### config.mk
export PLATFORM = sky130hd
export DESIGN_NAME = linear_array_queue_unit_flat
export DESIGN_NICKNAME = d
export VERILOG_FILES = /design/src/rtl/laq_pkg.sv /design/src/rtl/laq_in_if.sv /design/src/rtl/laq_out_if.sv /design/src/rtl/laq_ram.sv /design/src/rtl/linear_array_queue_unit.sv /design/src/flat_wrapper.sv
export SDC_FILE = /design/constraint.sdc
export NUM_CORES = 1
export LEC_CHECK = 0
export BUFFER_PORTS_ARGS = -buffer_cell sky130_fd_sc_hd__buf_2
export CELL_PAD_IN_SITES_DETAIL_PLACEMENT = 0
export CELL_PAD_IN_SITES_GLOBAL_PLACEMENT = 2
export CORE_MARGIN = 8
export CORE_UTILIZATION = 46
export CTS_CLUSTER_DIAMETER = 100
export CTS_CLUSTER_SIZE = 8
export DETAILED_ROUTE_END_ITERATION = 6
export PLACE_DENSITY = 0.85
export REMOVE_ABC_BUFFERS = 1
export SYNTH_ARGS = -nofsm -noshare
export SYNTH_HDL_FRONTEND = slang
export SYNTH_HIERARCHICAL = 1
export SYNTH_SLANG_ARGS = --single-unit
### constraint.sdc
create_clock -name clk_i -period 5.6 [get_ports clk_i]
set_clock_uncertainty 0.2 [all_clocks]
set_input_delay 0.84 -clock clk_i [delete_from_list [all_inputs] [get_ports clk_i]]
set_output_delay 0.84 -clock clk_i [all_outputs]
set_load 0.02 [all_outputs]
### src/rtl/laq_pkg.sv
package laq_pkg;

  localparam int unsigned DEPTH   = 8;
  localparam int unsigned WORD_W  = 32;
  localparam int unsigned COUNT_W = 4;
  localparam int unsigned STAT_W  = 2;

  // Operation codes carried in mode
  localparam logic MODE_PUSH = 1'b0;
  localparam logic MODE_POP  = 1'b1;

  // Status codes
  localparam logic [STAT_W-1:0] ST_DONE      = 2'd0;
  localparam logic [STAT_W-1:0] ST_OVERFLOW  = 2'd1;
  localparam logic [STAT_W-1:0] ST_UNDERFLOW = 2'd2;

  // Head and tail values reported for an empty queue
  localparam logic signed [WORD_W-1:0] EMPTY_WORD = -32'sd1;

endpackage

### src/rtl/laq_in_if.sv
interface laq_in_if;
  logic                                 valid;
  logic                                 ready;
  logic                                 mode;
  logic signed [laq_pkg::WORD_W-1:0]    value;

  modport source (output valid, output mode, output value, input ready);
  modport sink   (input valid, input mode, input value, output ready);
endinterface

### src/rtl/laq_out_if.sv
interface laq_out_if;
  logic                                 valid;
  logic                                 ready;
  logic [laq_pkg::STAT_W-1:0]           status;
  logic signed [laq_pkg::WORD_W-1:0]    front_value;
  logic signed [laq_pkg::WORD_W-1:0]    rear_value;
  logic [laq_pkg::COUNT_W-1:0]          count;
  logic                                 is_empty;

  modport source (output valid, output status, output front_value, output rear_value,
                  output count, output is_empty, input ready);
  modport sink   (input valid, input status, input front_value, input rear_value,
                  input count, input is_empty, output ready);
endinterface

### src/rtl/laq_ram.sv
module laq_ram #(
  parameter int unsigned WIDTH = 32,
  parameter int unsigned DEPTH = 8
) (
  input  logic                                   clk_i,
  input  logic                                   we_i,
  input  logic [(DEPTH > 1 ? $clog2(DEPTH) : 1)-1:0] waddr_i,
  input  logic [WIDTH-1:0]                       wdata_i,
  input  logic [(DEPTH > 1 ? $clog2(DEPTH) : 1)-1:0] raddr_i,
  output logic [WIDTH-1:0]                       rdata_o
);

  logic [WIDTH-1:0] mem [DEPTH];
  logic [WIDTH-1:0] rdata_q;

  always_ff @(posedge clk_i) begin
    if (we_i) begin
      mem[waddr_i] <= wdata_i;
    end
    rdata_q <= mem[raddr_i];
  end

  assign rdata_o = rdata_q;

endmodule

### src/rtl/linear_array_queue_unit.sv
// Linear (non-circular) array queue of signed 32-bit words.
// Push and refused ops load their result into the output register when accepted;
//   a pop that leaves the queue non-empty first passes through FETCH (one RAM read of the new head).
// Throughput: one transaction per cycle for pushes while the result side keeps up (ready);
//   such a pop blocks new transactions until FETCH is done, set by the single registered read port of the slot RAM.
// Reset (rst_ni low, async): queue empty, head and tail at slot 0, no result pending.
module linear_array_queue_unit #(
  parameter int unsigned DEPTH = laq_pkg::DEPTH
) (
  input  logic      clk_i,
  input  logic      rst_ni,
  laq_in_if.sink    in_i,
  laq_out_if.source out_o
);

  localparam int unsigned IDX_W = (DEPTH > 1) ? $clog2(DEPTH) : 1;
  localparam logic [IDX_W-1:0] LAST_IDX = IDX_W'(DEPTH - 1);

  // Sequencer: IDLE takes transactions, FETCH waits on the RAM for the new head
  localparam logic ST_IDLE  = 1'b0;
  localparam logic ST_FETCH = 1'b1;

  logic state_q, state_d;

  // Queue control state
  logic [IDX_W-1:0] head_q, head_d;
  logic [IDX_W-1:0] tail_q, tail_d;
  logic             empty_q, empty_d;

  // Cached copies of the head and tail words, so only a pop needs to read the RAM
  logic signed [laq_pkg::WORD_W-1:0] front_q, front_d;
  logic signed [laq_pkg::WORD_W-1:0] rear_q, rear_d;

  // Output register
  logic                              out_valid_q, out_valid_d;
  logic [laq_pkg::STAT_W-1:0]        out_status_q, out_status_d;
  logic signed [laq_pkg::WORD_W-1:0] out_front_q, out_front_d;
  logic signed [laq_pkg::WORD_W-1:0] out_rear_q, out_rear_d;
  logic [laq_pkg::COUNT_W-1:0]       out_count_q, out_count_d;
  logic                              out_empty_q, out_empty_d;

  // RAM port
  logic                       ram_we;
  logic [IDX_W-1:0]           ram_waddr;
  logic [IDX_W-1:0]           ram_raddr;
  logic [laq_pkg::WORD_W-1:0] ram_rdata;

  logic             accept;
  logic             out_free;
  logic [laq_pkg::STAT_W-1:0] status;
  logic             need_fetch;
  logic [IDX_W:0]   cnt_next;
  logic [IDX_W:0]   cnt_cur;

  laq_ram #(
    .WIDTH (laq_pkg::WORD_W),
    .DEPTH (DEPTH)
  ) u_slots (
    .clk_i   (clk_i),
    .we_i    (ram_we),
    .waddr_i (ram_waddr),
    .wdata_i (in_i.value),
    .raddr_i (ram_raddr),
    .rdata_o (ram_rdata)
  );

  // The output slot is free next cycle if empty now or being drained
  assign out_free  = !out_valid_q || out_o.ready;
  assign in_i.ready = (state_q == ST_IDLE) && out_free;
  assign accept    = in_i.valid && in_i.ready;

  // Element counts; empty queue always has head == tail == 0
  assign cnt_next = {1'b0, tail_d} - {1'b0, head_d} + (IDX_W+1)'(1);
  assign cnt_cur  = {1'b0, tail_q} - {1'b0, head_q} + (IDX_W+1)'(1);

  // Operation decode and next queue state
  always_comb begin
    head_d     = head_q;
    tail_d     = tail_q;
    empty_d    = empty_q;
    front_d    = front_q;
    rear_d     = rear_q;
    status     = laq_pkg::ST_DONE;
    need_fetch = 1'b0;
    ram_we     = 1'b0;
    ram_waddr  = tail_q + IDX_W'(1);
    ram_raddr  = head_q + IDX_W'(1);

    if (accept) begin
      if (in_i.mode == laq_pkg::MODE_PUSH) begin
        if (empty_q) begin
          head_d    = '0;
          tail_d    = '0;
          empty_d   = 1'b0;
          front_d   = in_i.value;
          rear_d    = in_i.value;
          ram_we    = 1'b1;
          ram_waddr = '0;
        end else if (tail_q == LAST_IDX) begin
          status = laq_pkg::ST_OVERFLOW;
        end else begin
          tail_d = tail_q + IDX_W'(1);
          rear_d = in_i.value;
          ram_we = 1'b1;
        end
      end else begin
        if (empty_q) begin
          status = laq_pkg::ST_UNDERFLOW;
        end else if (head_q == tail_q) begin
          head_d  = '0;
          tail_d  = '0;
          empty_d = 1'b1;
        end else begin
          // new head word arrives from the RAM next cycle
          head_d     = head_q + IDX_W'(1);
          need_fetch = 1'b1;
        end
      end
    end else if (state_q == ST_FETCH) begin
      front_d = ram_rdata;
    end
  end

  // Sequencer and result register
  always_comb begin
    state_d      = state_q;
    out_valid_d  = out_valid_q && !out_o.ready;
    out_status_d = out_status_q;
    out_front_d  = out_front_q;
    out_rear_d   = out_rear_q;
    out_count_d  = out_count_q;
    out_empty_d  = out_empty_q;

    case (state_q)
      ST_IDLE: begin
        if (accept) begin
          if (need_fetch) begin
            state_d = ST_FETCH;
          end else begin
            out_valid_d  = 1'b1;
            out_status_d = status;
            out_empty_d  = empty_d;
            if (empty_d) begin
              out_front_d = laq_pkg::EMPTY_WORD;
              out_rear_d  = laq_pkg::EMPTY_WORD;
              out_count_d = '0;
            end else begin
              out_front_d = front_d;
              out_rear_d  = rear_d;
              out_count_d = laq_pkg::COUNT_W'(cnt_next);
            end
          end
        end
      end
      ST_FETCH: begin
        // output slot was freed when the pop was accepted
        state_d      = ST_IDLE;
        out_valid_d  = 1'b1;
        out_status_d = laq_pkg::ST_DONE;
        out_front_d  = ram_rdata;
        out_rear_d   = rear_q;
        out_count_d  = laq_pkg::COUNT_W'(cnt_cur);
        out_empty_d  = 1'b0;
      end
      default: begin
        state_d = ST_IDLE;
      end
    endcase
  end

  always_ff @(posedge clk_i or negedge rst_ni) begin
    if (!rst_ni) begin
      state_q     <= ST_IDLE;
      head_q      <= '0;
      tail_q      <= '0;
      empty_q     <= 1'b1;
      out_valid_q <= 1'b0;
    end else begin
      state_q     <= state_d;
      head_q      <= head_d;
      tail_q      <= tail_d;
      empty_q     <= empty_d;
      out_valid_q <= out_valid_d;
    end
  end

  // Payload registers, no reset needed
  always_ff @(posedge clk_i) begin
    front_q      <= front_d;
    rear_q       <= rear_d;
    out_status_q <= out_status_d;
    out_front_q  <= out_front_d;
    out_rear_q   <= out_rear_d;
    out_count_q  <= out_count_d;
    out_empty_q  <= out_empty_d;
  end

  assign out_o.valid       = out_valid_q;
  assign out_o.status      = out_status_q;
  assign out_o.front_value = out_front_q;
  assign out_o.rear_value  = out_rear_q;
  assign out_o.count       = out_count_q;
  assign out_o.is_empty    = out_empty_q;

endmodule

### src/flat_wrapper.sv
// flat-port wrapper written by rule: the top's interface ports become plain ports
module linear_array_queue_unit_flat 
#(
  parameter int unsigned DEPTH = laq_pkg::DEPTH
)
  (clk_i, rst_ni, in_i_valid, in_i_mode, in_i_value, in_i_ready, out_o_valid, out_o_status, out_o_front_value, out_o_rear_value, out_o_count, out_o_is_empty, out_o_ready);
  laq_in_if in_i_i ();
  laq_out_if out_o_i ();
  input  logic clk_i;
  input  logic rst_ni;
  input wire logic [$bits(in_i_i.valid)-1:0] in_i_valid;
  input wire logic [$bits(in_i_i.mode)-1:0] in_i_mode;
  input wire logic [$bits(in_i_i.value)-1:0] in_i_value;
  output wire logic [$bits(in_i_i.ready)-1:0] in_i_ready;
  output wire logic [$bits(out_o_i.valid)-1:0] out_o_valid;
  output wire logic [$bits(out_o_i.status)-1:0] out_o_status;
  output wire logic [$bits(out_o_i.front_value)-1:0] out_o_front_value;
  output wire logic [$bits(out_o_i.rear_value)-1:0] out_o_rear_value;
  output wire logic [$bits(out_o_i.count)-1:0] out_o_count;
  output wire logic [$bits(out_o_i.is_empty)-1:0] out_o_is_empty;
  input wire logic [$bits(out_o_i.ready)-1:0] out_o_ready;
  assign in_i_i.valid = in_i_valid;
  assign in_i_i.mode = in_i_mode;
  assign in_i_i.value = in_i_value;
  assign in_i_ready = in_i_i.ready;
  assign out_o_valid = out_o_i.valid;
  assign out_o_status = out_o_i.status;
  assign out_o_front_value = out_o_i.front_value;
  assign out_o_rear_value = out_o_i.rear_value;
  assign out_o_count = out_o_i.count;
  assign out_o_is_empty = out_o_i.is_empty;
  assign out_o_i.ready = out_o_ready;
  linear_array_queue_unit #(.DEPTH(DEPTH)) u_core (.clk_i(clk_i), .rst_ni(rst_ni), .in_i(in_i_i), .out_o(out_o_i));
endmodule
Word level (Yosys, flattened, before mapping)

Memories as Yosys holds them, arrays and structs flattened. A register that Yosys moved wholly into a read port is not among the register bits.
Index checks and enable logic that the tools add are counted.

Add/sub/neg operators: 6
Eq/ne operators: 4
Mux-type cells: 64
Reduce and logical (&&, ||, !) cells: 7
Bitwise operators: 1

Operators by type and width:

| operator                                                         | count |
|---|---|
| 32-bit 2-to-1 mux                                                | 14 |
| 32-bit case mux with 2 select lines                              | 2 |
| 3-bit 2-to-1 mux                                                 | 14 |
| 1-bit 2-to-1 mux                                                 | 21 |
| 4-bit 2-to-1 mux                                                 | 3 |
| 2-bit 2-to-1 mux                                                 | 5 |
| 4-bit by 1-bit adder with 4-bit output (second input constant)   | 2 |
| 4-bit case mux with 2 select lines                               | 1 |
| 3-bit by 3-bit subtractor with 4-bit output                      | 2 |
| 3-bit by 1-bit adder with 3-bit output (second input constant)   | 2 |
| 1-bit case mux with 2 select lines                               | 3 |
| 2-bit case mux with 2 select lines                               | 1 |
| 3-bit equality test                                              | 1 |
| 3-bit equality test (second input constant)                      | 1 |
| 1-bit logical AND                                                | 3 |
| 1-bit zero test                                                  | 2 |
| 2-bit by 1-bit != test with 1-bit output (second input constant) | 1 |
| 2-bit != test (second input constant)                            | 1 |
| 2-bit AND reduction                                              | 1 |
| 1-bit logical OR                                                 | 1 |
| 1-bit inverter                                                   | 1 |

Output and inout port bits: 73
RAM bits: 256
Memories kept: 1
Input bits: 37
Flip-flop bits (word level): 144

Memories:

| name               | depth | width | rd ports | clocked after Yosys merged registers in | write ports | RTL line      | source |
|---|---|---|---|---|---|---|---|
| u_core.u_slots.mem | 8     | 32    | 1        | 1                                       | 1           | laq_ram.sv:13 | `logic [WIDTH-1:0] mem [DEPTH];` |

Longest topological paths before layout

Word-level depth: 11
Gate-level depth with buffers: 14
Mapped depth without buffers: 14

By module

The synthesis kept the hierarchy.

By module, submodules not included:

| module                  | area each (µm²) | cells an instance | seq. area each (µm²) | instances |
|---|---|---|---|---|
| laq_ram                 | 10,466.3        | 415               | 8,328.0              | 1 |
| linear_array_queue_unit | 5,871.9         | 433               | 3,639.7              | 1 |

Worst setup path before layout

OpenSTA, ideal clock, no wires.

Path kind: input to register
From: input out_o_ready
To: memory u_core.u_slots.mem[0][0], enable pin
Setup time: 461 ps
Cell stages on the path: 7
Data arrival time: 4,184 ps
Path slack: 755 ps
Required time: 4,939 ps
Path buffers: 2
Path through: and2b_4 -> or3_1 -> buf_6 -> buf_6 -> and2_1 -> nand2b_1 -> nor3_1

Elaborated cells on any way between the ends: 7
Those cells by class: mux: 4; reduce/logical: 3

RTL lines:

| element                       | RTL line                      | source |
|---|---|---|
| start, declared               | flat_wrapper.sv:21            | `input wire logic [$bits(out_o_i.ready)-1:0] out_o_ready;` |
| 1-bit logical OR              | linear_array_queue_unit.sv:68 | `assign out_free = !out_valid_q \|\| out_o.ready;` |
| 1-bit logical AND             | linear_array_queue_unit.sv:69 | `assign in_i.ready = (state_q == ST_IDLE) && out_free;` |
| 1-bit logical AND             | linear_array_queue_unit.sv:70 | `assign accept = in_i.valid && in_i.ready;` |
| 3-bit 2-to-1 mux              | linear_array_queue_unit.sv:89 | `if (accept) begin` |
| named net u_core.ram_waddr[2] | linear_array_queue_unit.sv:44 | `logic [IDX_W-1:0] ram_waddr;` |
| end, declared                 | laq_ram.sv:13                 |  |

The timed path passes the listed nets, and every way through them passes these cells.

Final worst setup path

From: register u_core.empty_q
To: memory u_core.u_slots.mem[1][30], enable pin

Elaborated cells on any way between the ends: 8
Those cells by class: mux: 8

RTL lines:

| element                       | RTL line                       | source |
|---|---|---|
| start, declared               | linear_array_queue_unit.sv:28  | `logic empty_q, empty_d;` |
| start signal, assigned        | linear_array_queue_unit.sv:182 | `empty_q <= empty_d;` |
| 3-bit 2-to-1 mux              | linear_array_queue_unit.sv:91  | `if (empty_q) begin` |
| 3-bit 2-to-1 mux              | linear_array_queue_unit.sv:90  | `if (in_i.mode == laq_pkg::MODE_PUSH) begin` |
| 3-bit 2-to-1 mux              | linear_array_queue_unit.sv:89  |  |
| named net u_core.ram_waddr[2] | linear_array_queue_unit.sv:44  |  |

The timed path passes the listed nets, and every way through them passes these cells.

==> flow_summary.toml <==
[place]
dp_hpwl_mm = 18.5
dpl.cell_count = 1384
gp_congestion = 0.771
portBuffers = 109

[detailed_routing]
vias = 8207
drt_iter0_drc = 479
drc = 0
antenna_left = 0
via_per_inst = 5.49
drt-pass1-iter-count = 5
totalWireLength_mm = 33.2
wl_per_cell_um = 22.2

[grt]
grt-ovfl-total = 0
grt_max_degree = 72
grt_pass1_wl_mm = 51.6
grt_usage = 0.159
grt_pass1_vias = 8776
antenna_found_initial = 0

[cts]
root_buffer = "clkbuf_16"
numCtsBuffers = 59
insertion_delay_ns = 0.58
clock_sinks = 432
post_cts_buffers = 0
clock_path_buffers = 3
cts.htree.levels = 2
cts_tree = "done"
clk_pin_slew_ns = 0.05

[layout]
fin_nets = 1036
diodes = 0
layout_commonest_cell = "edfxtp_1"
stdcell_count = 1495
drive_above_1_share = 0.312
synthToLayoutAreaGrowth_pct = 17.1
fillerInstances = 2746
final_cell_mix = "edfxtp_1 (327), buf_2 (109), dfxtp_1 (96)"

[pwr]
p_total_mw = 11.2
vdd_drop_max_v = 0.000314
powerDensity_mw_per_mm2 = 586
p_leak_nw = 6.69

[timing]
max-slew-margin-rel = 0.251
worst_hold_slack_ns = 0.282
hold_viol = 0
period_needed_ns = 3.89
post-route-period-util = 0.695
rsz0062_at_grt = "no"
fmax_mhz = 257
setup_violations = 0
worstMarginPinSlew_ns = 1.12
finalMaxSlewViolations = 0

[die]
start_util = 0.463
row_count = 69
die_area_mm2 = 0.0418
pin_count = 110
design.core.area_mm2 = 0.0353
die_x_um = 204
dieHeight_um = 204

[critical_path]
startpoint_type = "register"
arrival_ns = 3.91
critPathKind = "register to register"
path_cells = "nand3b_1 -> or3_2 -> and2_1 -> nand2b_1 -> nor2_4 -> buf_4"
slowest_delay_ns = 0.85
cp_slowest_cell = "or3_2"
critPathCaptureType = "register"
cp_max_fo = 35
worstPathRequired_ns = 5.61

[yosys]
synth_largest_area_cell = "edfxtp_1"
ys_seq_area_frac = 0.733
syn_inst = 848
avgSynthCellArea_um2 = 19.3
synth_cell_types = 50
ys_ff_latch = 432
synth_top_cell_area_share = 0.601
ys_warn_count = 6
synth_area_leaders = "edfxtp_1 (60%), dfxtp_1 (12%), mux4_1 (6.4%)"
syn_area_mm2 = 0.0163

[status]
status = "complete, no violations"

[hold_path]
hold_path.class = "register to register"

[job]
max-cap-violations = 0
-- repair_timing --
action / in CTS / in global routing
endpoints found under the setup margin: 0 / 0
hold buffers: 1 / 0
gates resized for setup: 0 / 0
endpoints found under the hold margin: 8 / 0
-- cell usage after synthesis, drive strengths merged --
cell type	count
and3	1
nor2	15
a21oi	2
dfxtp	96
a22o	1
a211oi	2
or3	2
nor2b	3
xor2	2
o311a	1
and2b	1
and2	2
a221o	1
nand2b	68
dfrtp	8
a221oi	1
o22a	33
o311ai	2
o21bai	1
o2bb2ai	1
dfstp	1
and4	2
o211ai	1
ha	12
fa	2
buf	34
nor3	4
nand2	12
o221a	32
nand3b	1
a22oi	1
mux2	64
nand3	3
o22ai	1
nor4	1
a21o	1
edfxtp	327
xnor2	1
a31oi	3
o21ai	10
mux4	64
or2	1
inv	16
clkbuf	11
-- registers in the layout (all words and copies together) (netlist names), 2 cells and up --
| register | flops |
|---|---|
| u_core/out_o.front_value | 32 |
| u_core/head_q | 3 |
| u_core/rear_q | 32 |
| u_core/u_slots/rdata_o | 32 |
| u_core/tail_q | 3 |
| u_core/out_o.count | 4 |
| u_core/out_o.status | 2 |
| u_core/u_slots/mem | 256 |
| u_core/out_o.rear_value | 32 |
| u_core/front_q | 32 |
-- kinds of logic after synthesis --
kind of cell	share of synthesized area
flip-flops	0.733
AND/OR/NAND/NOR	0.0407
multiplexers	0.142
XOR/XNOR	0.00161
adder cells (fa/ha/maj)	0.0116
AO/OA/AOI/OAI	0.0522
buffers and inverters	0.0199
-- final timing paths --
check / start / to / slack [ns] / depth (start not counted)
setup reg to reg: u_core/empty_q$_DFF_PN1_ / u_core/u_slots/mem[1][30]$_DFFE_PP_ / 1.71 / 6
hold reg to reg: u_core/rear_q[13]$_DFF_P_ / u_core/rear_q[13]$_DFF_P_ / 0.28 / 1
hold / removal: u_core/rear_q[13]$_DFF_P_ / u_core/rear_q[13]$_DFF_P_ / 0.28 / 1
setup / recovery: u_core/empty_q$_DFF_PN1_ / u_core/u_slots/mem[1][30]$_DFFE_PP_ / 1.71 / 6
min in group asynchronous: rst_ni / u_core/out_o.valid$_DFF_PN0_ / 0.47 / 2
max in group asynchronous: rst_ni / u_core/empty_q$_DFF_PN1_ / 4.47 / 2
-- metal layers --
metal	vias up	GRT usage	wire length, um
met5	-	0	0
met4	0	0.0458	728
met3	61	0.0309	1670
met2	211	0.252	15400
met1	4228	0.223	15400
li1	3707	-	-
-- through the flow --
stage / utilization / setup WS, ns / setup TNS [ns] / cell area [um2]
2_1_floorplan: - / -0.0498 / -3.13 / 16100
3_3_place_gp: 0.493 / 1.35 / 0 / 17400
3_5_place_dp: 0.493 / 1.32 / 0 / 17400
4_1_cts: 0.542 / 1.70 / 0 / 19100
5_1_grt: 0.542 / 1.54 / 0 / 19100
6_report: 0.542 / 1.71 / 0 / 19100
-- critical path: cells and delay by family (launching register included) --
kind                   cells  cell delay [ns]
DFF                        1             0.66
buffers and inverters      1             0.46
and+or+nand+nor            5             2.14
-- final cells by class --
type	instances	area [um2]	area share
sequential	432	12000	0.626
tap	461	577	0.0302
clock buffer	107	1660	0.0866
inverter	16	62.6	0.00327
timing repair buffer	121	638	0.0334
multi-input combinational	355	4170	0.218
clock inverter	3	55.1	0.00288
-- power by group --
| part | total [mW] | leakage (nW) | internal, mW | switching (mW) |
|---|---|---|---|---|
| Clock | 3.25 | 0.807 | 1.97 | 1.27 |
| Combinational | 3.31 | 2.00 | 1.53 | 1.78 |
| Sequential | 4.65 | 3.88 | 4.40 | 0.251 |
Note: power is estimated with default switching activity, not from simulation.
